--- src/rtl/core/fpba_pkg.sv ---
`timescale 1ns / 1ps
`default_nettype none

package fpba_pkg;

  localparam int BLOCK_SLOTS = 16;
  localparam int SLOT_BITS   = $clog2(BLOCK_SLOTS);
  localparam int ADDR_BITS   = 16;
  localparam int SIZE_BITS   = 16;
  localparam int PID_BITS    = 8;

  localparam int IN_DATA_W   = 40;
  localparam int OUT_DATA_W  = 40;
  localparam int CFG_IDX_W   = 8;
  localparam int CFG_DATA_W  = 16;

  // Fit modes.
  localparam logic [1:0] MODE_FIRST = 2'd0;
  localparam logic [1:0] MODE_BEST  = 2'd1;
  localparam logic [1:0] MODE_WORST = 2'd2;
  localparam logic [1:0] MODE_NEXT  = 2'd3;

  // Commands.
  localparam logic CMD_ADD   = 1'b0;
  localparam logic CMD_ALLOC = 1'b1;

  // Result status codes.
  localparam logic [1:0] ST_GRANTED = 2'd0;
  localparam logic [1:0] ST_NO_FIT  = 2'd1;
  localparam logic [1:0] ST_ADDED   = 2'd2;
  localparam logic [1:0] ST_FULL    = 2'd3;

  // Configuration register indexes.
  localparam logic [CFG_IDX_W-1:0] CFG_FIT_MODE    = 8'd0;
  localparam logic [CFG_IDX_W-1:0] CFG_SPLIT_SLACK = 8'd1;

  localparam logic [SIZE_BITS-1:0] SLACK_RESET = 16'd5;

  typedef struct packed {
    logic [ADDR_BITS-1:0] addr;
    logic [SIZE_BITS-1:0] size;
  } fpba_blk_t;

endpackage

`default_nettype wire

--- src/rtl/core/fpba_cmp.sv ---
`timescale 1ns / 1ps
`default_nettype none

module fpba_cmp import fpba_pkg::*; (
  input  wire logic [1:0]           mode,
  input  wire logic [ADDR_BITS-1:0] rover,
  input  wire fpba_blk_t            cand,
  input  wire fpba_blk_t            best,
  output logic                      cand_better
);

  logic cand_up;
  logic best_up;

  assign cand_up = (cand.addr >= rover);
  assign best_up = (best.addr >= rover);

  // Size decides in best and worst fit; in next fit, blocks at or above the
  // rover win over those below it. Everything else falls back to address.
  always_comb begin
    if (mode == MODE_BEST && cand.size != best.size) begin
      cand_better = (cand.size < best.size);
    end else if (mode == MODE_WORST && cand.size != best.size) begin
      cand_better = (cand.size > best.size);
    end else if (mode == MODE_NEXT && cand_up != best_up) begin
      cand_better = cand_up;
    end else begin
      cand_better = (cand.addr < best.addr);
    end
  end

endmodule

`default_nettype wire

--- src/rtl/core/fit_policy_block_allocator_unit.sv ---
`timescale 1ns / 1ps
`default_nettype none

// An allocate scans the table one slot per cycle through the shared compare unit, then
// commits; its result is registered, as is an add's. A new request is taken only after
// the last one has been committed or added, and a commit or add waits while an earlier
// result still waits on out_tready.
// Reset (synchronous, rst_n low) empties the table, clears the rover and loads
// fit mode 0 and a split slack of 5. No clearing pass is needed.

module fit_policy_block_allocator_unit import fpba_pkg::*; (
  input  wire logic                  clk,
  input  wire logic                  rst_n,
  // in_tdata: process_id [7:0], block_start [23:8], request_size [39:24]
  input  wire logic [IN_DATA_W-1:0]  in_tdata,
  // in_tuser: cmd [0]
  input  wire logic                  in_tuser,
  input  wire logic                  in_tvalid,
  output logic                       in_tready,
  // out_tdata: owner_id [7:0], granted_address [23:8], granted_size [39:24]
  output logic [OUT_DATA_W-1:0]      out_tdata,
  // out_tuser: status [1:0]
  output logic [1:0]                 out_tuser,
  output logic                       out_tvalid,
  input  wire logic                  out_tready,
  input  wire logic                  cfg_valid,
  output logic                       cfg_ready,
  input  wire logic [CFG_IDX_W-1:0]  cfg_index,
  input  wire logic [CFG_DATA_W-1:0] cfg_data
);

  localparam logic [1:0] S_IDLE   = 2'd0;
  localparam logic [1:0] S_SCAN   = 2'd1;
  localparam logic [1:0] S_COMMIT = 2'd2;
  localparam logic [1:0] S_ADD    = 2'd3;

  logic [1:0]            state_r, state_nxt;
  logic [1:0]            fit_mode_r;
  logic [SIZE_BITS-1:0]  slack_r;
  logic [ADDR_BITS-1:0]  rover_r;
  logic [BLOCK_SLOTS-1:0] valid_r;
  logic [ADDR_BITS-1:0]  free_addr_r [BLOCK_SLOTS];
  logic [SIZE_BITS-1:0]  free_size_r [BLOCK_SLOTS];

  logic [PID_BITS-1:0]   pid_r;
  logic [ADDR_BITS-1:0]  start_r;
  logic [SIZE_BITS-1:0]  req_r;
  logic [SLOT_BITS-1:0]  idx_r;
  logic                  found_r;
  logic [SLOT_BITS-1:0]  best_idx_r;
  fpba_blk_t             best_r;

  logic                  out_valid_r;
  logic [OUT_DATA_W-1:0] out_data_r;
  logic [1:0]            out_user_r;

  fpba_blk_t             cand;
  logic                  cand_better;
  logic                  cand_fit;
  logic                  take;
  logic                  accept;
  logic                  out_free;
  logic                  last_slot;

  logic [SLOT_BITS-1:0]  free_idx;
  logic                  any_free;
  logic [SIZE_BITS-1:0]  left;
  logic                  split;

  assign accept    = in_tvalid && in_tready;
  assign in_tready = (state_r == S_IDLE);
  assign cfg_ready = 1'b1;
  assign out_free  = !out_valid_r || out_tready;
  assign last_slot = (idx_r == SLOT_BITS'(BLOCK_SLOTS - 1));

  assign cand.addr = free_addr_r[idx_r];
  assign cand.size = free_size_r[idx_r];
  assign cand_fit  = valid_r[idx_r] && (cand.size >= req_r);
  assign take      = cand_fit && (!found_r || cand_better);

  fpba_cmp u_cmp (
    .mode        (fit_mode_r),
    .rover       (rover_r),
    .cand        (cand),
    .best        (best_r),
    .cand_better (cand_better)
  );

  // Lowest empty slot for an add.
  always_comb begin
    free_idx = '0;
    any_free = 1'b0;
    for (int i = BLOCK_SLOTS - 1; i >= 0; i--) begin
      if (!valid_r[i]) begin
        free_idx = SLOT_BITS'(i);
        any_free = 1'b1;
      end
    end
  end

  assign left  = best_r.size - req_r;
  assign split = (left > slack_r);

  always_comb begin
    state_nxt = state_r;
    case (state_r)
      S_IDLE: begin
        if (accept) begin
          state_nxt = (in_tuser == CMD_ALLOC) ? S_SCAN : S_ADD;
        end
      end
      S_SCAN: begin
        if (last_slot) begin
          state_nxt = S_COMMIT;
        end
      end
      S_COMMIT: begin
        if (out_free) begin
          state_nxt = S_IDLE;
        end
      end
      S_ADD: begin
        if (out_free) begin
          state_nxt = S_IDLE;
        end
      end
      default: state_nxt = S_IDLE;
    endcase
  end

  // Control state.
  always_ff @(posedge clk) begin
    if (!rst_n) begin
      state_r     <= S_IDLE;
      fit_mode_r  <= MODE_FIRST;
      slack_r     <= SLACK_RESET;
      rover_r     <= '0;
      valid_r     <= '0;
      out_valid_r <= 1'b0;
      found_r     <= 1'b0;
      idx_r       <= '0;
    end else begin
      state_r <= state_nxt;
      if (cfg_valid && cfg_ready) begin
        if (cfg_index == CFG_FIT_MODE) begin
          fit_mode_r <= cfg_data[1:0];
        end else if (cfg_index == CFG_SPLIT_SLACK) begin
          slack_r <= cfg_data;
        end
      end
      if (accept) begin
        idx_r   <= '0;
        found_r <= 1'b0;
      end else if (state_r == S_SCAN) begin
        idx_r <= idx_r + 1'b1;
        if (take) begin
          found_r <= 1'b1;
        end
      end
      if (state_r == S_ADD && out_free && any_free) begin
        valid_r[free_idx] <= 1'b1;
      end
      if (state_r == S_COMMIT && out_free && found_r) begin
        if (!split) begin
          valid_r[best_idx_r] <= 1'b0;
        end
        if (fit_mode_r == MODE_NEXT) begin
          rover_r <= split ? (best_r.addr + req_r) : (best_r.addr + best_r.size);
        end
      end
      if ((state_r == S_COMMIT || state_r == S_ADD) && out_free) begin
        out_valid_r <= 1'b1;
      end else if (out_tready) begin
        out_valid_r <= 1'b0;
      end
    end
  end

  // Payload and table contents.
  always_ff @(posedge clk) begin
    if (accept) begin
      pid_r   <= in_tdata[7:0];
      start_r <= in_tdata[23:8];
      req_r   <= in_tdata[39:24];
    end
    if (state_r == S_SCAN && take) begin
      best_idx_r <= idx_r;
      best_r     <= cand;
    end
    if (state_r == S_ADD && out_free) begin
      if (any_free) begin
        free_addr_r[free_idx] <= start_r;
        free_size_r[free_idx] <= req_r;
        out_user_r            <= ST_ADDED;
      end else begin
        out_user_r <= ST_FULL;
      end
      out_data_r <= {{SIZE_BITS{1'b0}}, {ADDR_BITS{1'b0}}, pid_r};
    end
    if (state_r == S_COMMIT && out_free) begin
      if (found_r) begin
        if (split) begin
          free_addr_r[best_idx_r] <= best_r.addr + req_r;
          free_size_r[best_idx_r] <= left;
          out_data_r              <= {req_r, best_r.addr, pid_r};
        end else begin
          out_data_r <= {best_r.size, best_r.addr, pid_r};
        end
        out_user_r <= ST_GRANTED;
      end else begin
        out_data_r <= {{SIZE_BITS{1'b0}}, {ADDR_BITS{1'b0}}, pid_r};
        out_user_r <= ST_NO_FIT;
      end
    end
  end

  assign out_tvalid = out_valid_r;
  assign out_tdata  = out_data_r;
  assign out_tuser  = out_user_r;

  // A failed or add transaction never reports an address or size.
  a_zero_on_fail: assert property (@(posedge clk) disable iff (!rst_n)
    out_tvalid && out_tuser != ST_GRANTED |-> out_tdata[39:8] == '0)
    else $error("non-grant result carries address or size");

  // The table grows or shrinks by at most one slot per cycle.
  a_valid_step: assert property (@(posedge clk) disable iff (!rst_n)
    rst_n |=> $countones(valid_r) <= $past($countones(valid_r)) + 1 &&
              $countones(valid_r) + 1 >= $past($countones(valid_r)))
    else $error("slot table changed by more than one entry");

  // The rover only moves in next-fit mode.
  a_rover_mode: assert property (@(posedge clk) disable iff (!rst_n)
    rst_n && fit_mode_r != MODE_NEXT |=> $stable(rover_r))
    else $error("rover moved outside next-fit mode");

  // Nothing is accepted in the cycle after an acceptance.
  a_one_item: assert property (@(posedge clk) disable iff (!rst_n)
    accept |=> !in_tready)
    else $error("second item accepted while one is in work");

  // The table only changes while a commit or add is being retired.
  a_table_quiet: assert property (@(posedge clk) disable iff (!rst_n)
    rst_n && (state_r == S_IDLE || state_r == S_SCAN) |=> $stable(valid_r))
    else $error("slot table changed outside commit");

endmodule

`default_nettype wire
--- config.mk ---
export PLATFORM = sky130hd
export DESIGN_NAME = fit_policy_block_allocator_unit
export DESIGN_NICKNAME = d
export VERILOG_FILES = /design/src/rtl/core/fpba_pkg.sv /design/src/rtl/core/fpba_cmp.sv /design/src/rtl/core/fit_policy_block_allocator_unit.sv
export SDC_FILE = /design/constraint.sdc
export NUM_CORES = 1
export LEC_CHECK = 0
export ABC_AREA = 1
export CAP_MARGIN = 15
export CORE_MARGIN = 1.5
export CORE_UTILIZATION = 55
export CTS_CLUSTER_DIAMETER = 40
export DETAILED_ROUTE_END_ITERATION = 8
export DONT_BUFFER_PORTS = 1
export PLACE_DENSITY = 0.7
export SYNTH_ARGS = -nofsm -noshare
export SYNTH_HDL_FRONTEND = slang
export SYNTH_HIERARCHICAL = 1
export SYNTH_SLANG_ARGS = --single-unit
--- constraint.sdc ---
create_clock -name clk -period 7 [get_ports clk]
set_input_delay 1.4 -clock clk [delete_from_list [all_inputs] [get_ports clk]]
set_output_delay 1.4 -clock clk [all_outputs]
set_load 0.005 [all_outputs]
=== After elaboration in Yosys (flattened, before gate mapping) ===
Memory sizes are Yosys's and may differ from the RTL's. A register that Yosys moved wholly into a read port is not among the register bits.
Index checks and enable logic that the tools add are counted.
W data, S select, Z words.

* Memory bits (read-only): 0
* Memory bits (writable): 512
* Bits in registers: 176
* Bits in latches: 0
* Memories kept: 2

* Reduce and logical (&&, ||, !) cells: 32
* Muxes and demuxes: 78
* Multipliers: 0
* Equality and inequality tests: 13
* Shift operators: 0
* Div/mod/pow operators: 0
* Magnitude comparators: 12
* Add/subtract/negate cells: 4
* Bitwise operators: 5

{| class="wikitable"
|+ Memory list
! name !! depth !! width !! read ports !! clocked after Yosys merged registers in !! write ports !! line !! text
|-
| free_addr_r || 16 || 16 || 1 || 1 || 1 || fit_policy_block_allocator_unit.sv:42 || <nowiki>logic [ADDR_BITS-1:0] free_addr_r [BLOCK_SLOTS];</nowiki>
|-
| free_size_r || 16 || 16 || 1 || 1 || 1 || fit_policy_block_allocator_unit.sv:43 || <nowiki>logic [SIZE_BITS-1:0] free_size_r [BLOCK_SLOTS];</nowiki>
|}

{| class="wikitable"
|+ Operator list
! cell !! count
|-
| $mux W40 || 4
|-
| $mux W16 || 7
|-
| $mux W4 || 22
|-
| $ge A16 B16 Y1 || 3
|-
| $mux W1 || 35
|-
| $add A16 B16 Y16 || 2
|-
| $gt A16 B16 Y1 || 2
|-
| $lt A16 B16 Y1 || 2
|-
| $reduce_or A16 Y1 || 2
|-
| $and A16 B16 Y16 || 1
|-
| $ne A16 B16 Y1 || 1
|-
| $not A16 Y16 || 1
|-
| $or A16 B16 Y16 || 1
|-
| $sub A16 B16 Y16 || 1
|-
| $lt A4 B5 Y1 const B || 3
|-
| $logic_and A1 B1 Y1 || 14
|-
| $mux W2 || 6
|-
| $demux W1 S4 || 2
|-
| $eq A2 B2 Y1 const B || 4
|-
| $eq A8 B1 Y1 const B || 1
|-
| $ge A4 B1 Y1 const B || 2
|-
| $logic_not A8 Y1 || 1
|-
| $pmux W2 S3 || 1
|-
| $reduce_and A2 Y1 || 3
|-
| other kinds (14) || 23
|}

=== Depth between registers and ports, before layout ===
Gate-level depths: netlist of the first run.

* Depth in word-level cells: 26
* Gate-level depth with buffers: 27
* Gate-level depth less buffers: 25

=== Cells and area by module ===
Netlist of the first run, hierarchy kept.

{| class="wikitable"
|+ Modules (own cells, without submodules)
! module !! seq. area each (um^2) !! cells an instance !! times used !! area each (um^2)
|-
| fit_policy_block_allocator_unit || 20159.3 || 2507 || 1 || 30376.6
|-
| fpba_cmp || 0.0 || 262 || 1 || 1662.8
|}

=== Worst setup path after synthesis of the first run ===
Ideal clock, no wire load.

* Kind: reg2reg
* Start: reg best_r[0] (netlist bit)
* End: mem free_addr_r[12][0] (enable)
* Clock period less this slack: 4.954 ns
* Arrival: 4.533 ns
* Setup time: 0.421 ns
* Path slack: 2.046 ns
* Cell stages (with the launch flop): 23
* Path through: edfxtp_1 -> inv_1 -> ha_1 -> inv_1 -> fa_1 -> nand3_1 -> nand3_1 -> nand2_1 -> o2bb2ai_1 -> o21ai_0 -> a21oi_1 -> xor2_1 -> ha_1 -> nand2_1 -> o21ai_0 -> a211oi_1 -> nand2_1 -> nand3_2 -> buf_6 -> nand2_1 -> o21ai_2 -> nand3_2 -> nor2_1

* Word-level cells in the longest chain between the ends: 8
* Elaborated cells between the ends (all ways): 9
* Those cells by class: 1 x add/sub; 1 x order compare; 6 x mux; 1 x reduce/logical

{| class="wikitable"
|+ RTL lines
! item !! line !! text
|-
| from (decl) || fit_policy_block_allocator_unit.sv:51 || <nowiki>fpba_blk_t best_r;</nowiki>
|-
| from (signal assigned) || fit_policy_block_allocator_unit.sv:188 || <nowiki>best_r <= cand;</nowiki>
|-
| $sub A16 B16 Y16 (*) || fit_policy_block_allocator_unit.sv:101 || <nowiki>assign left = best_r.size - req_r;</nowiki>
|-
| $gt A16 B16 Y1 (*) || fit_policy_block_allocator_unit.sv:102 || <nowiki>assign split = (left > slack_r);</nowiki>
|-
| $mux W1 (*) || fit_policy_block_allocator_unit.sv:202 || <nowiki>if (split) begin</nowiki>
|-
| $mux W1 (*) || fit_policy_block_allocator_unit.sv:201 || <nowiki>if (found_r) begin</nowiki>
|-
| $mux W1 (*) || fit_policy_block_allocator_unit.sv:200 || <nowiki>if (state_r == S_COMMIT && out_free) begin</nowiki>
|-
| $mux W1 (not written as such) (*) || fit_policy_block_allocator_unit.sv:203 || <nowiki>free_addr_r[best_idx_r] <= best_r.addr + req_r;</nowiki>
|-
| $reduce_or A16 Y1 (no line) || n/a ||
|-
| $mux W4 (no line) or $mux W1 (tied branches) || n/a ||
|-
| to (decl) || fit_policy_block_allocator_unit.sv:42 ||
|}

Mark *: on every way between the ends. The rest lies on a longest branch, timed or not.

=== Worst setup path in the final report of the first run ===
* Start: reg best_r[0] (netlist bit)
* End: mem free_size_r[2][11] (enable)

* Word-level cells in the longest chain between the ends: 8
* Elaborated cells between the ends (all ways): 9
* Those cells by class: 1 x add/sub; 1 x order compare; 6 x mux; 1 x reduce/logical

{| class="wikitable"
|+ RTL lines
! item !! line !! text
|-
| $sub A16 B16 Y16 (*) || fit_policy_block_allocator_unit.sv:101 ||
|-
| $gt A16 B16 Y1 (*) || fit_policy_block_allocator_unit.sv:102 ||
|-
| $mux W1 (*) || fit_policy_block_allocator_unit.sv:202 ||
|-
| $mux W1 (*) || fit_policy_block_allocator_unit.sv:201 ||
|-
| $mux W1 (*) || fit_policy_block_allocator_unit.sv:200 ||
|-
| $mux W1 (not written as such) (*) || fit_policy_block_allocator_unit.sv:204 || <nowiki>free_size_r[best_idx_r] <= left;</nowiki>
|-
| $reduce_or A16 Y1 (no line) || n/a ||
|-
| $mux W4 (no line) or $mux W1 (tied branches) || n/a ||
|-
| to (decl) || fit_policy_block_allocator_unit.sv:43 ||
|}

Marks and branches as above.

==> flow_metrics.py, run 1 <==
metrics = {
    "sta": {
        "skew_ps": 23.6,
        "hold_ws_ps": 418,
        "rsz0062_at_grt": "false",
        "finalHoldViolCount": 0,
        "slew_headroom_pct": 23.2,
        "drv_slew": 0,
        "worstMarginPinSlew_ps": 1150,
        "period_minus_slack_ps": 5420,
        "finalCritPeriodShare_pct": 77.4,
        "setup_viol": 0,
        "max_freq_mhz": 185,
        "finalSetupTns_ps": 0,
    },
    "die": {
        "start_util_pct": 55.6,
        "num_rows": 88,
        "die_width_microns": 244,
        "die_area_sq_um": 59700,
        "io_pins": 115,
        "core_sq_um": 57600,
        "die_height_microns": 244,
    },
    "power_and_ir_drop": {
        "p_sw_uw": 4210,
        "switching_share_pct": 32.0,
        "powerDensity_nw_per_um2": 361,
        "p_int_uw": 8920,
        "combPwrFrac_pct": 22.8,
        "clkPwrFrac_pct": 36.9,
        "max-vdd-ir-drop_v": 0.000457,
        "p_leak_uw": 0.0132,
        "pwr-share-seq_pct": 40.3,
    },
    "placement": {
        "dp_hpwl_microns": 55400,
        "dp.cells": 3468,
        "gp_congestion": 0.964,
        "io_buffers": 0,
        "dpl-instance-area_sq_um": 33100,
    },
    "logic_synthesis": {
        "ys_top_cells_by_area": "edfxtp_1 (59%), ha_1 (5.5%), a21oi_1 (4.5%)",
        "synth_top_area_share_pct": 59.0,
        "syn_nets": 2983,
        "syn_inst": 2769,
        "yosysTopAreaCell": "edfxtp_1",
        "syn_area_sq_um": 32000,
        "syn_avg_cell_area_sq_um": 11.6,
        "yosysUniqueCellTypes": 49,
        "ys_warn_count": 6,
        "synth-seq-cells": 692,
        "ys_seq_area_share_pct": 62.9,
    },
    "global_route": {
        "grt_pass1_vias": 21394,
        "grt_max_degree": 72,
        "grt_pass1_wl_microns": 128000,
        "grt.total_usage_pct": 28.6,
        "antenna_found_initial": 2,
        "grt.overflow.total": 0,
    },
    "setup_path": {
        "path_class": "flip-flop to flip-flop",
        "crit_fanout": 17,
        "cp-startpoint": "best_r[0]",
        "cpMostUsedCell": "nand2_1",
        "rr_startpoint": "best_r[0]",
        "endpoint_kind": "flip-flop",
        "crit_chain": "inv_1, ha_1, inv_1, fa_1, nand3_1, nand3_1, nand2_1, o2bb2ai_1, o21ai_0, a21oi_1, xor2_1, ha_1, nand2_1, o21ai_0, a211oi_1, nand2_1, nand3_2, clkinv_1, nand2_1, nand3_2, nor2_4, buf_4",
        "cp_num_buf_inv": 4,
        "start_kind": "flip-flop",
        "cp_slowest_cell": "nor2_4",
        "cp.required_ps": 7320,
        "path_delay_family": "simple AND/OR/NAND/NOR gates",
        "cp_slowest_stage_delay_ps": 630,
        "arrival_ps": 5740,
    },
    "route": {
        "first_iter_violations": 2156,
        "drt_pass1_iterations": 5,
        "drc": 0,
        "wirelength_microns": 84800,
        "dr_total_vias": 21700,
        "routed_via_density": 5.94,
        "routedWlPerCell_microns": 23.2,
        "ant_nets": 0,
    },
    "clock_network": {
        "holdBufCountCts": 0,
        "clock_path_buffers": 3,
        "clkSlewWorstSetupHoldPaths_ps": 60,
        "cts_htree_levels": 3,
        "cts_tree": "yes",
        "cts.sinks": 692,
        "cts_setup_buffers": 0,
        "numCtsBuffers": 96,
        "cts_root_buffer": "clkbuf_16",
        "cts-resized-gates": 0,
        "clock_latency_ps": 650,
    },
    "layout": {
        "fin_util_pct": 63.1,
        "fillCellCount": 4333,
        "nets": 3015,
        "syn_to_final_growth_pct": 13.4,
        "finalInstanceArea_sq_um": 36300,
        "mostFrequentLayoutCells": "edfxtp_1 (630), inv_1 (339), nand2_1 (310), a21oi_1 (288), o21ai_0 (259)",
        "final_common_cell": "edfxtp_1",
        "final_layout_size_suffix_gt1_share_pct": 9.64,
        "final_cell_count_no_fill": 3654,
    },
    "status": {
        "status": "finished, final reports clean",
    },
    "job": {
        "drv_cap": 0,
    },
    "worst_hold_path": {
        "hold_class": "flip-flop to flip-flop",
        "hp-start": "pid_r[0]",
    },
}
power groups by stage:
| stage | logic [uW] | registers (uW) | clock network [uW] |
|---|---|---|---|
| floorplan | 2000 | 5270 | 0 |
| global placement | 2870 | 5370 | 0 |
| detailed placement | 2940 | 5370 | 0 |
| CTS | 2960 | 5290 | 4880 |
| global route | 3310 | 5300 | 5060 |
| finish | 3000 | 5290 | 4850 |
worst reg2reg max path, cell delays in order, from the launching register on:
cell	delay [ps]
edfxtp_1	420
inv_1	110
ha_1	160
inv_1	70
fa_1	410
nand3_1	110
nand3_1	160
nand2_1	100
o2bb2ai_1	140
o21ai_0	170
a21oi_1	200
xor2_1	250
ha_1	280
nand2_1	90
o21ai_0	110
a211oi_1	220
nand2_1	110
nand3_2	340
clkinv_1	200
nand2_1	170
nand3_2	220
nor2_4	630
buf_4	410
per-layer routing:
| layer | wire, microns | track usage (%) | vias to the layer above |
|---|---|---|---|
| met3 | 6790 | 4.71 | 199 |
| met2 | 39700 | 45.8 | 985 |
| met1 | 34900 | 38.8 | 10509 |
| met4 | 3460 | 12.1 | 0 |
| met5 | 0 | 0 | - |
| li1 | - | - | 10007 |
stage by stage:
stage                     total power [uW]  setup slack, ps
after floorplan                       7260             2050
after CTS                            13100             1630
after global placement                8230             1770
final                                13100             1580
after global routing                 13700             1220
after detailed placement              8310             1690
layout make-up:
type	count	area, sq um	area share, %
diodes	5	12.5	0.0344
clock buffers	107	2460	6.78
clock inverters	74	776	2.13
inverters	355	1330	3.67
multi-input cells	1601	10100	27.9
flip-flops and latches	692	20200	55.5
well taps	765	957	2.63
repair buffers	55	488	1.34
Yosys cell counts (all sizes together):
cell type	n
o211ai	137
xnor2	17
mux2i	128
a21o	9
o21bai	5
o2bb2ai	1
o21a	5
nand3	93
nand4	17
clkinv	2
dfxtp	62
inv	353
nor3	17
nand3b	1
a21boi	4
a22oi	1
or2	1
nor4	5
conb	1
nor2	102
nand2	314
xor2	25
a211oi	2
or3	1
ha	141
o221ai	2
o21ai	268
a21oi	288
fa	3
clkbuf	74
a31oi	7
nor3b	1
buf	47
o31ai	5
edfxtp	630
path summary, 6_finish.rpt:
path,slack [ps],cells past startpoint,endpoint
max reg2reg,1580,22,free_size_r[2][11]
min,420,0,out_tdata[0]
min reg2reg,420,0,out_tdata[0]
max,1580,22,free_size_r[2][11]
state kept, by name, summed over array words and instances (netlist names), named ones only:
signal	count
free_addr_r	256
free_size_r	256
out_tdata	40
best_r	32
req_r	16
rover_r	16
slack_r	16
start_r	16
valid_r	16
pid_r	8
best_idx_r	4
idx_r	4
fit_mode_r	2
out_tuser	2
state_r	2
found_r	1
out_tvalid	1
cells by family after synthesis:
group | count (synthesis) | share of synthesized area, %
AND/OR/NAND/NOR | 552 | 7.47
adder cells (fa/ha/maj) | 144 | 5.69
AO/OA/AOI/OAI | 734 | 12.9
multiplexers | 128 | 4.00
other | 1 | 0.0117
XOR/XNOR | 42 | 1.15
buffers and inverters | 476 | 5.83
flip-flops | 692 | 62.9
No activity file was read; power rests on OpenSTA's default activity.
==> run 2, diff against run 1 <==
Clock period 7 ns to 5.4 ns, I/O delays scaled along.
==> run 2 against run 1 <==
  * Flip-flop and latch count unchanged
  * Worst setup slack worse by 1200 ps
  * Critical endpoint is now free_addr_r[14][6]
  * Final cell count grew 0.66%
  * Critical path type unchanged
  * Register-to-register slack worse by 1200 ps
==> flow_metrics.py, run 2 (synthesized netlist as in run 1, its figures left out) <==
metrics = {
    "status": {
        "status": "finished, final reports clean",
    },
    "sta": {
        "slew_headroom_pct": 38.4,
        "hold_ws_ps": 412,
        "period_minus_slack_ps": 5010,
        "worstMarginPinSlew_ps": 923,
        "finalCritPeriodShare_pct": 92.8,
        "layout_setup_ws_ps": 391,
        "skew_ps": 31.8,
        "finalHoldViolCount": 0,
        "setup_viol": 0,
        "finalSetupTns_ps": 0,
        "max_freq_mhz": 200,
        "drv_slew": 0,
    },
    "global_route": {
        "antenna_found_initial": 2,
        "grt.overflow.total": 0,
        "grt_pass1_vias": 21343,
        "grt.total_usage_pct": 28.5,
        "grt_pass1_wl_microns": 128000,
        "grt_max_degree": 69,
    },
    "power_and_ir_drop": {
        "p_total_uw": 17000,
        "max-vdd-ir-drop_v": 0.000541,
        "p_leak_uw": 0.0134,
        "powerDensity_nw_per_um2": 465,
    },
    "clock_network": {
        "cts_root_buffer": "clkbuf_16",
        "holdBufCountCts": 0,
        "clock_path_buffers": 3,
        "numCtsBuffers": 93,
        "clkSlewWorstSetupHoldPaths_ps": 60,
        "cts_htree_levels": 3,
        "cts.sinks": 692,
        "clock_latency_ps": 650,
        "cts_tree": "yes",
    },
    "placement": {
        "dp_hpwl_microns": 56700,
        "io_buffers": 0,
        "pre_cts_ws_ps": 276,
        "dpl-instance-area_sq_um": 33300,
        "gp_congestion": 0.963,
    },
    "route": {
        "routedWlPerCell_microns": 23.1,
        "drt_pass1_iterations": 6,
        "ant_nets": 0,
        "wirelength_microns": 84900,
        "routed_via_density": 5.96,
        "dr_total_vias": 21907,
        "first_iter_violations": 2469,
        "drc": 0,
    },
    "setup_path": {
        "arrival_ps": 5270,
        "start_kind": "flip-flop",
        "r2r_end": "free_addr_r[14][6]",
        "worstRegToRegCells": 22,
        "cp.required_ps": 5660,
        "rr_startpoint": "best_r[0]",
        "endpoint_kind": "flip-flop",
        "crit_fanout": 32,
        "path_class": "flip-flop to flip-flop",
        "r2r_slack_ps": 390,
    },
    "layout": {
        "final_common_cell": "edfxtp_1",
        "finalInstanceArea_sq_um": 36700,
        "syn_to_final_growth_pct": 14.4,
        "fillCellCount": 4246,
        "mostFrequentLayoutCells": "edfxtp_1 (630), inv_1 (339), nand2_1 (310), a21oi_1 (288), o21ai_0 (259)",
        "nets": 3050,
        "final_layout_size_suffix_gt1_share_pct": 10.5,
    },
    "die": {
        "num_rows": 88,
        "die_width_microns": 244,
        "die_height_microns": 244,
        "die_area_sq_um": 59700,
        "start_util_pct": 55.6,
        "io_pins": 115,
        "core_sq_um": 57600,
    },
    "worst_hold_path": {
        "min_to": "out_tdata[6]",
        "hp-start": "pid_r[6]",
        "hold_class": "flip-flop to flip-flop",
        "hold_depth": 0,
    },
    "job": {
        "drv_cap": 0,
    },
}
==> run 2: cell types whose count changed in the layout (fill, tap and decap cells not counted), moves of 2 or more <==
cell        before  now
clkbuf_1        10   12
bufinv_16        9   11
diode_2          5    1
buf_4           49   79
inv_8            5    3
clkinv_2        13   10
clkinv_4        11    9
clkinv_1        11    8
buf_12           6   13
clkinvlp_4      10   14
inv_6           15    8
==> run 2: cell type report <==
class	instances	area, sq um	share of cell area [%]
Antenna cell	1	2.50	0.00683
Multi-Input combinational cell	1601	10100	27.7
Inverter	355	1330	3.64
Sequential cell	692	20200	55.0
Clock buffer	109	2460	6.71
Clock inverter	62	722	1.97
Tap cell	765	957	2.61
Timing Repair Buffer	93	865	2.36
==> run 2: stage by stage <==
| stage | util, % | std cells |
|---|---|---|
| floorplan | - | 2769 |
| global placement | 57.8 | 3487 |
| detailed placement | 57.8 | 3487 |
| CTS | 63.4 | 3658 |
| global route | 63.7 | 3677 |
| finish | 63.7 | 3678 |
==> run 2: power breakdown <==
group,internal (uW),total [uW],leakage (uW),switching [uW]
combinational,1160,3980,0.00563,2820
clock,3830,6200,0.00151,2370
sequential,6620,6850,0.00621,232
==> run 2: how the worst max path moves through the flow <==
stage,from,endpoint,slack [ps]
after global placement,best_r[0],free_addr_r[4][8],380
after floorplan,best_r[0],free_addr_r[12][0],450
after global routing,best_r[0],free_addr_r[14][6],-10
final,best_r[0],free_addr_r[14][6],390
after detailed placement,best_r[0],free_addr_r[4][7],280
after CTS,best_r[0],free_addr_r[4][5],250
==> run 2: layer usage <==
metal  track usage, %  routed length (microns)  share of wire (%)  vias to the layer above
met5                0                       16              0.019                        -
met4             12.8                     3440                4.0                        2
met3             5.23                     7540                8.9                      186
met2             44.8                    39600                 47                     1056
met1             38.9                    34300                 40                    10609
li1                 -                        -                  -                    10054
==> run 2: repair_timing <==
action / 4_1_cts / 5_1_grt
resized for setup: 0 / 2
setup buffers: 0 / 19
endpoints found under the setup margin: 0 / 448
==> run 2: worst max-delay path, stage by stage, from the launching register on <==
cell and delay, ps:
edfxtp_1 410, inv_1 100, ha_1 150, inv_1 60, fa_1 410, nand3_1 110, nand3_1 150, nand2_1 110
o2bb2ai_1 150, o21ai_0 210, a21oi_1 230, xor2_1 250, ha_1 280, nand2_1 100, o21ai_0 100, a211oi_1 210
nand2_1 140, nand3_4 240, clkinv_1 150, nand2_1 200, nand3_2 240, nor2_4 130, buf_4 470
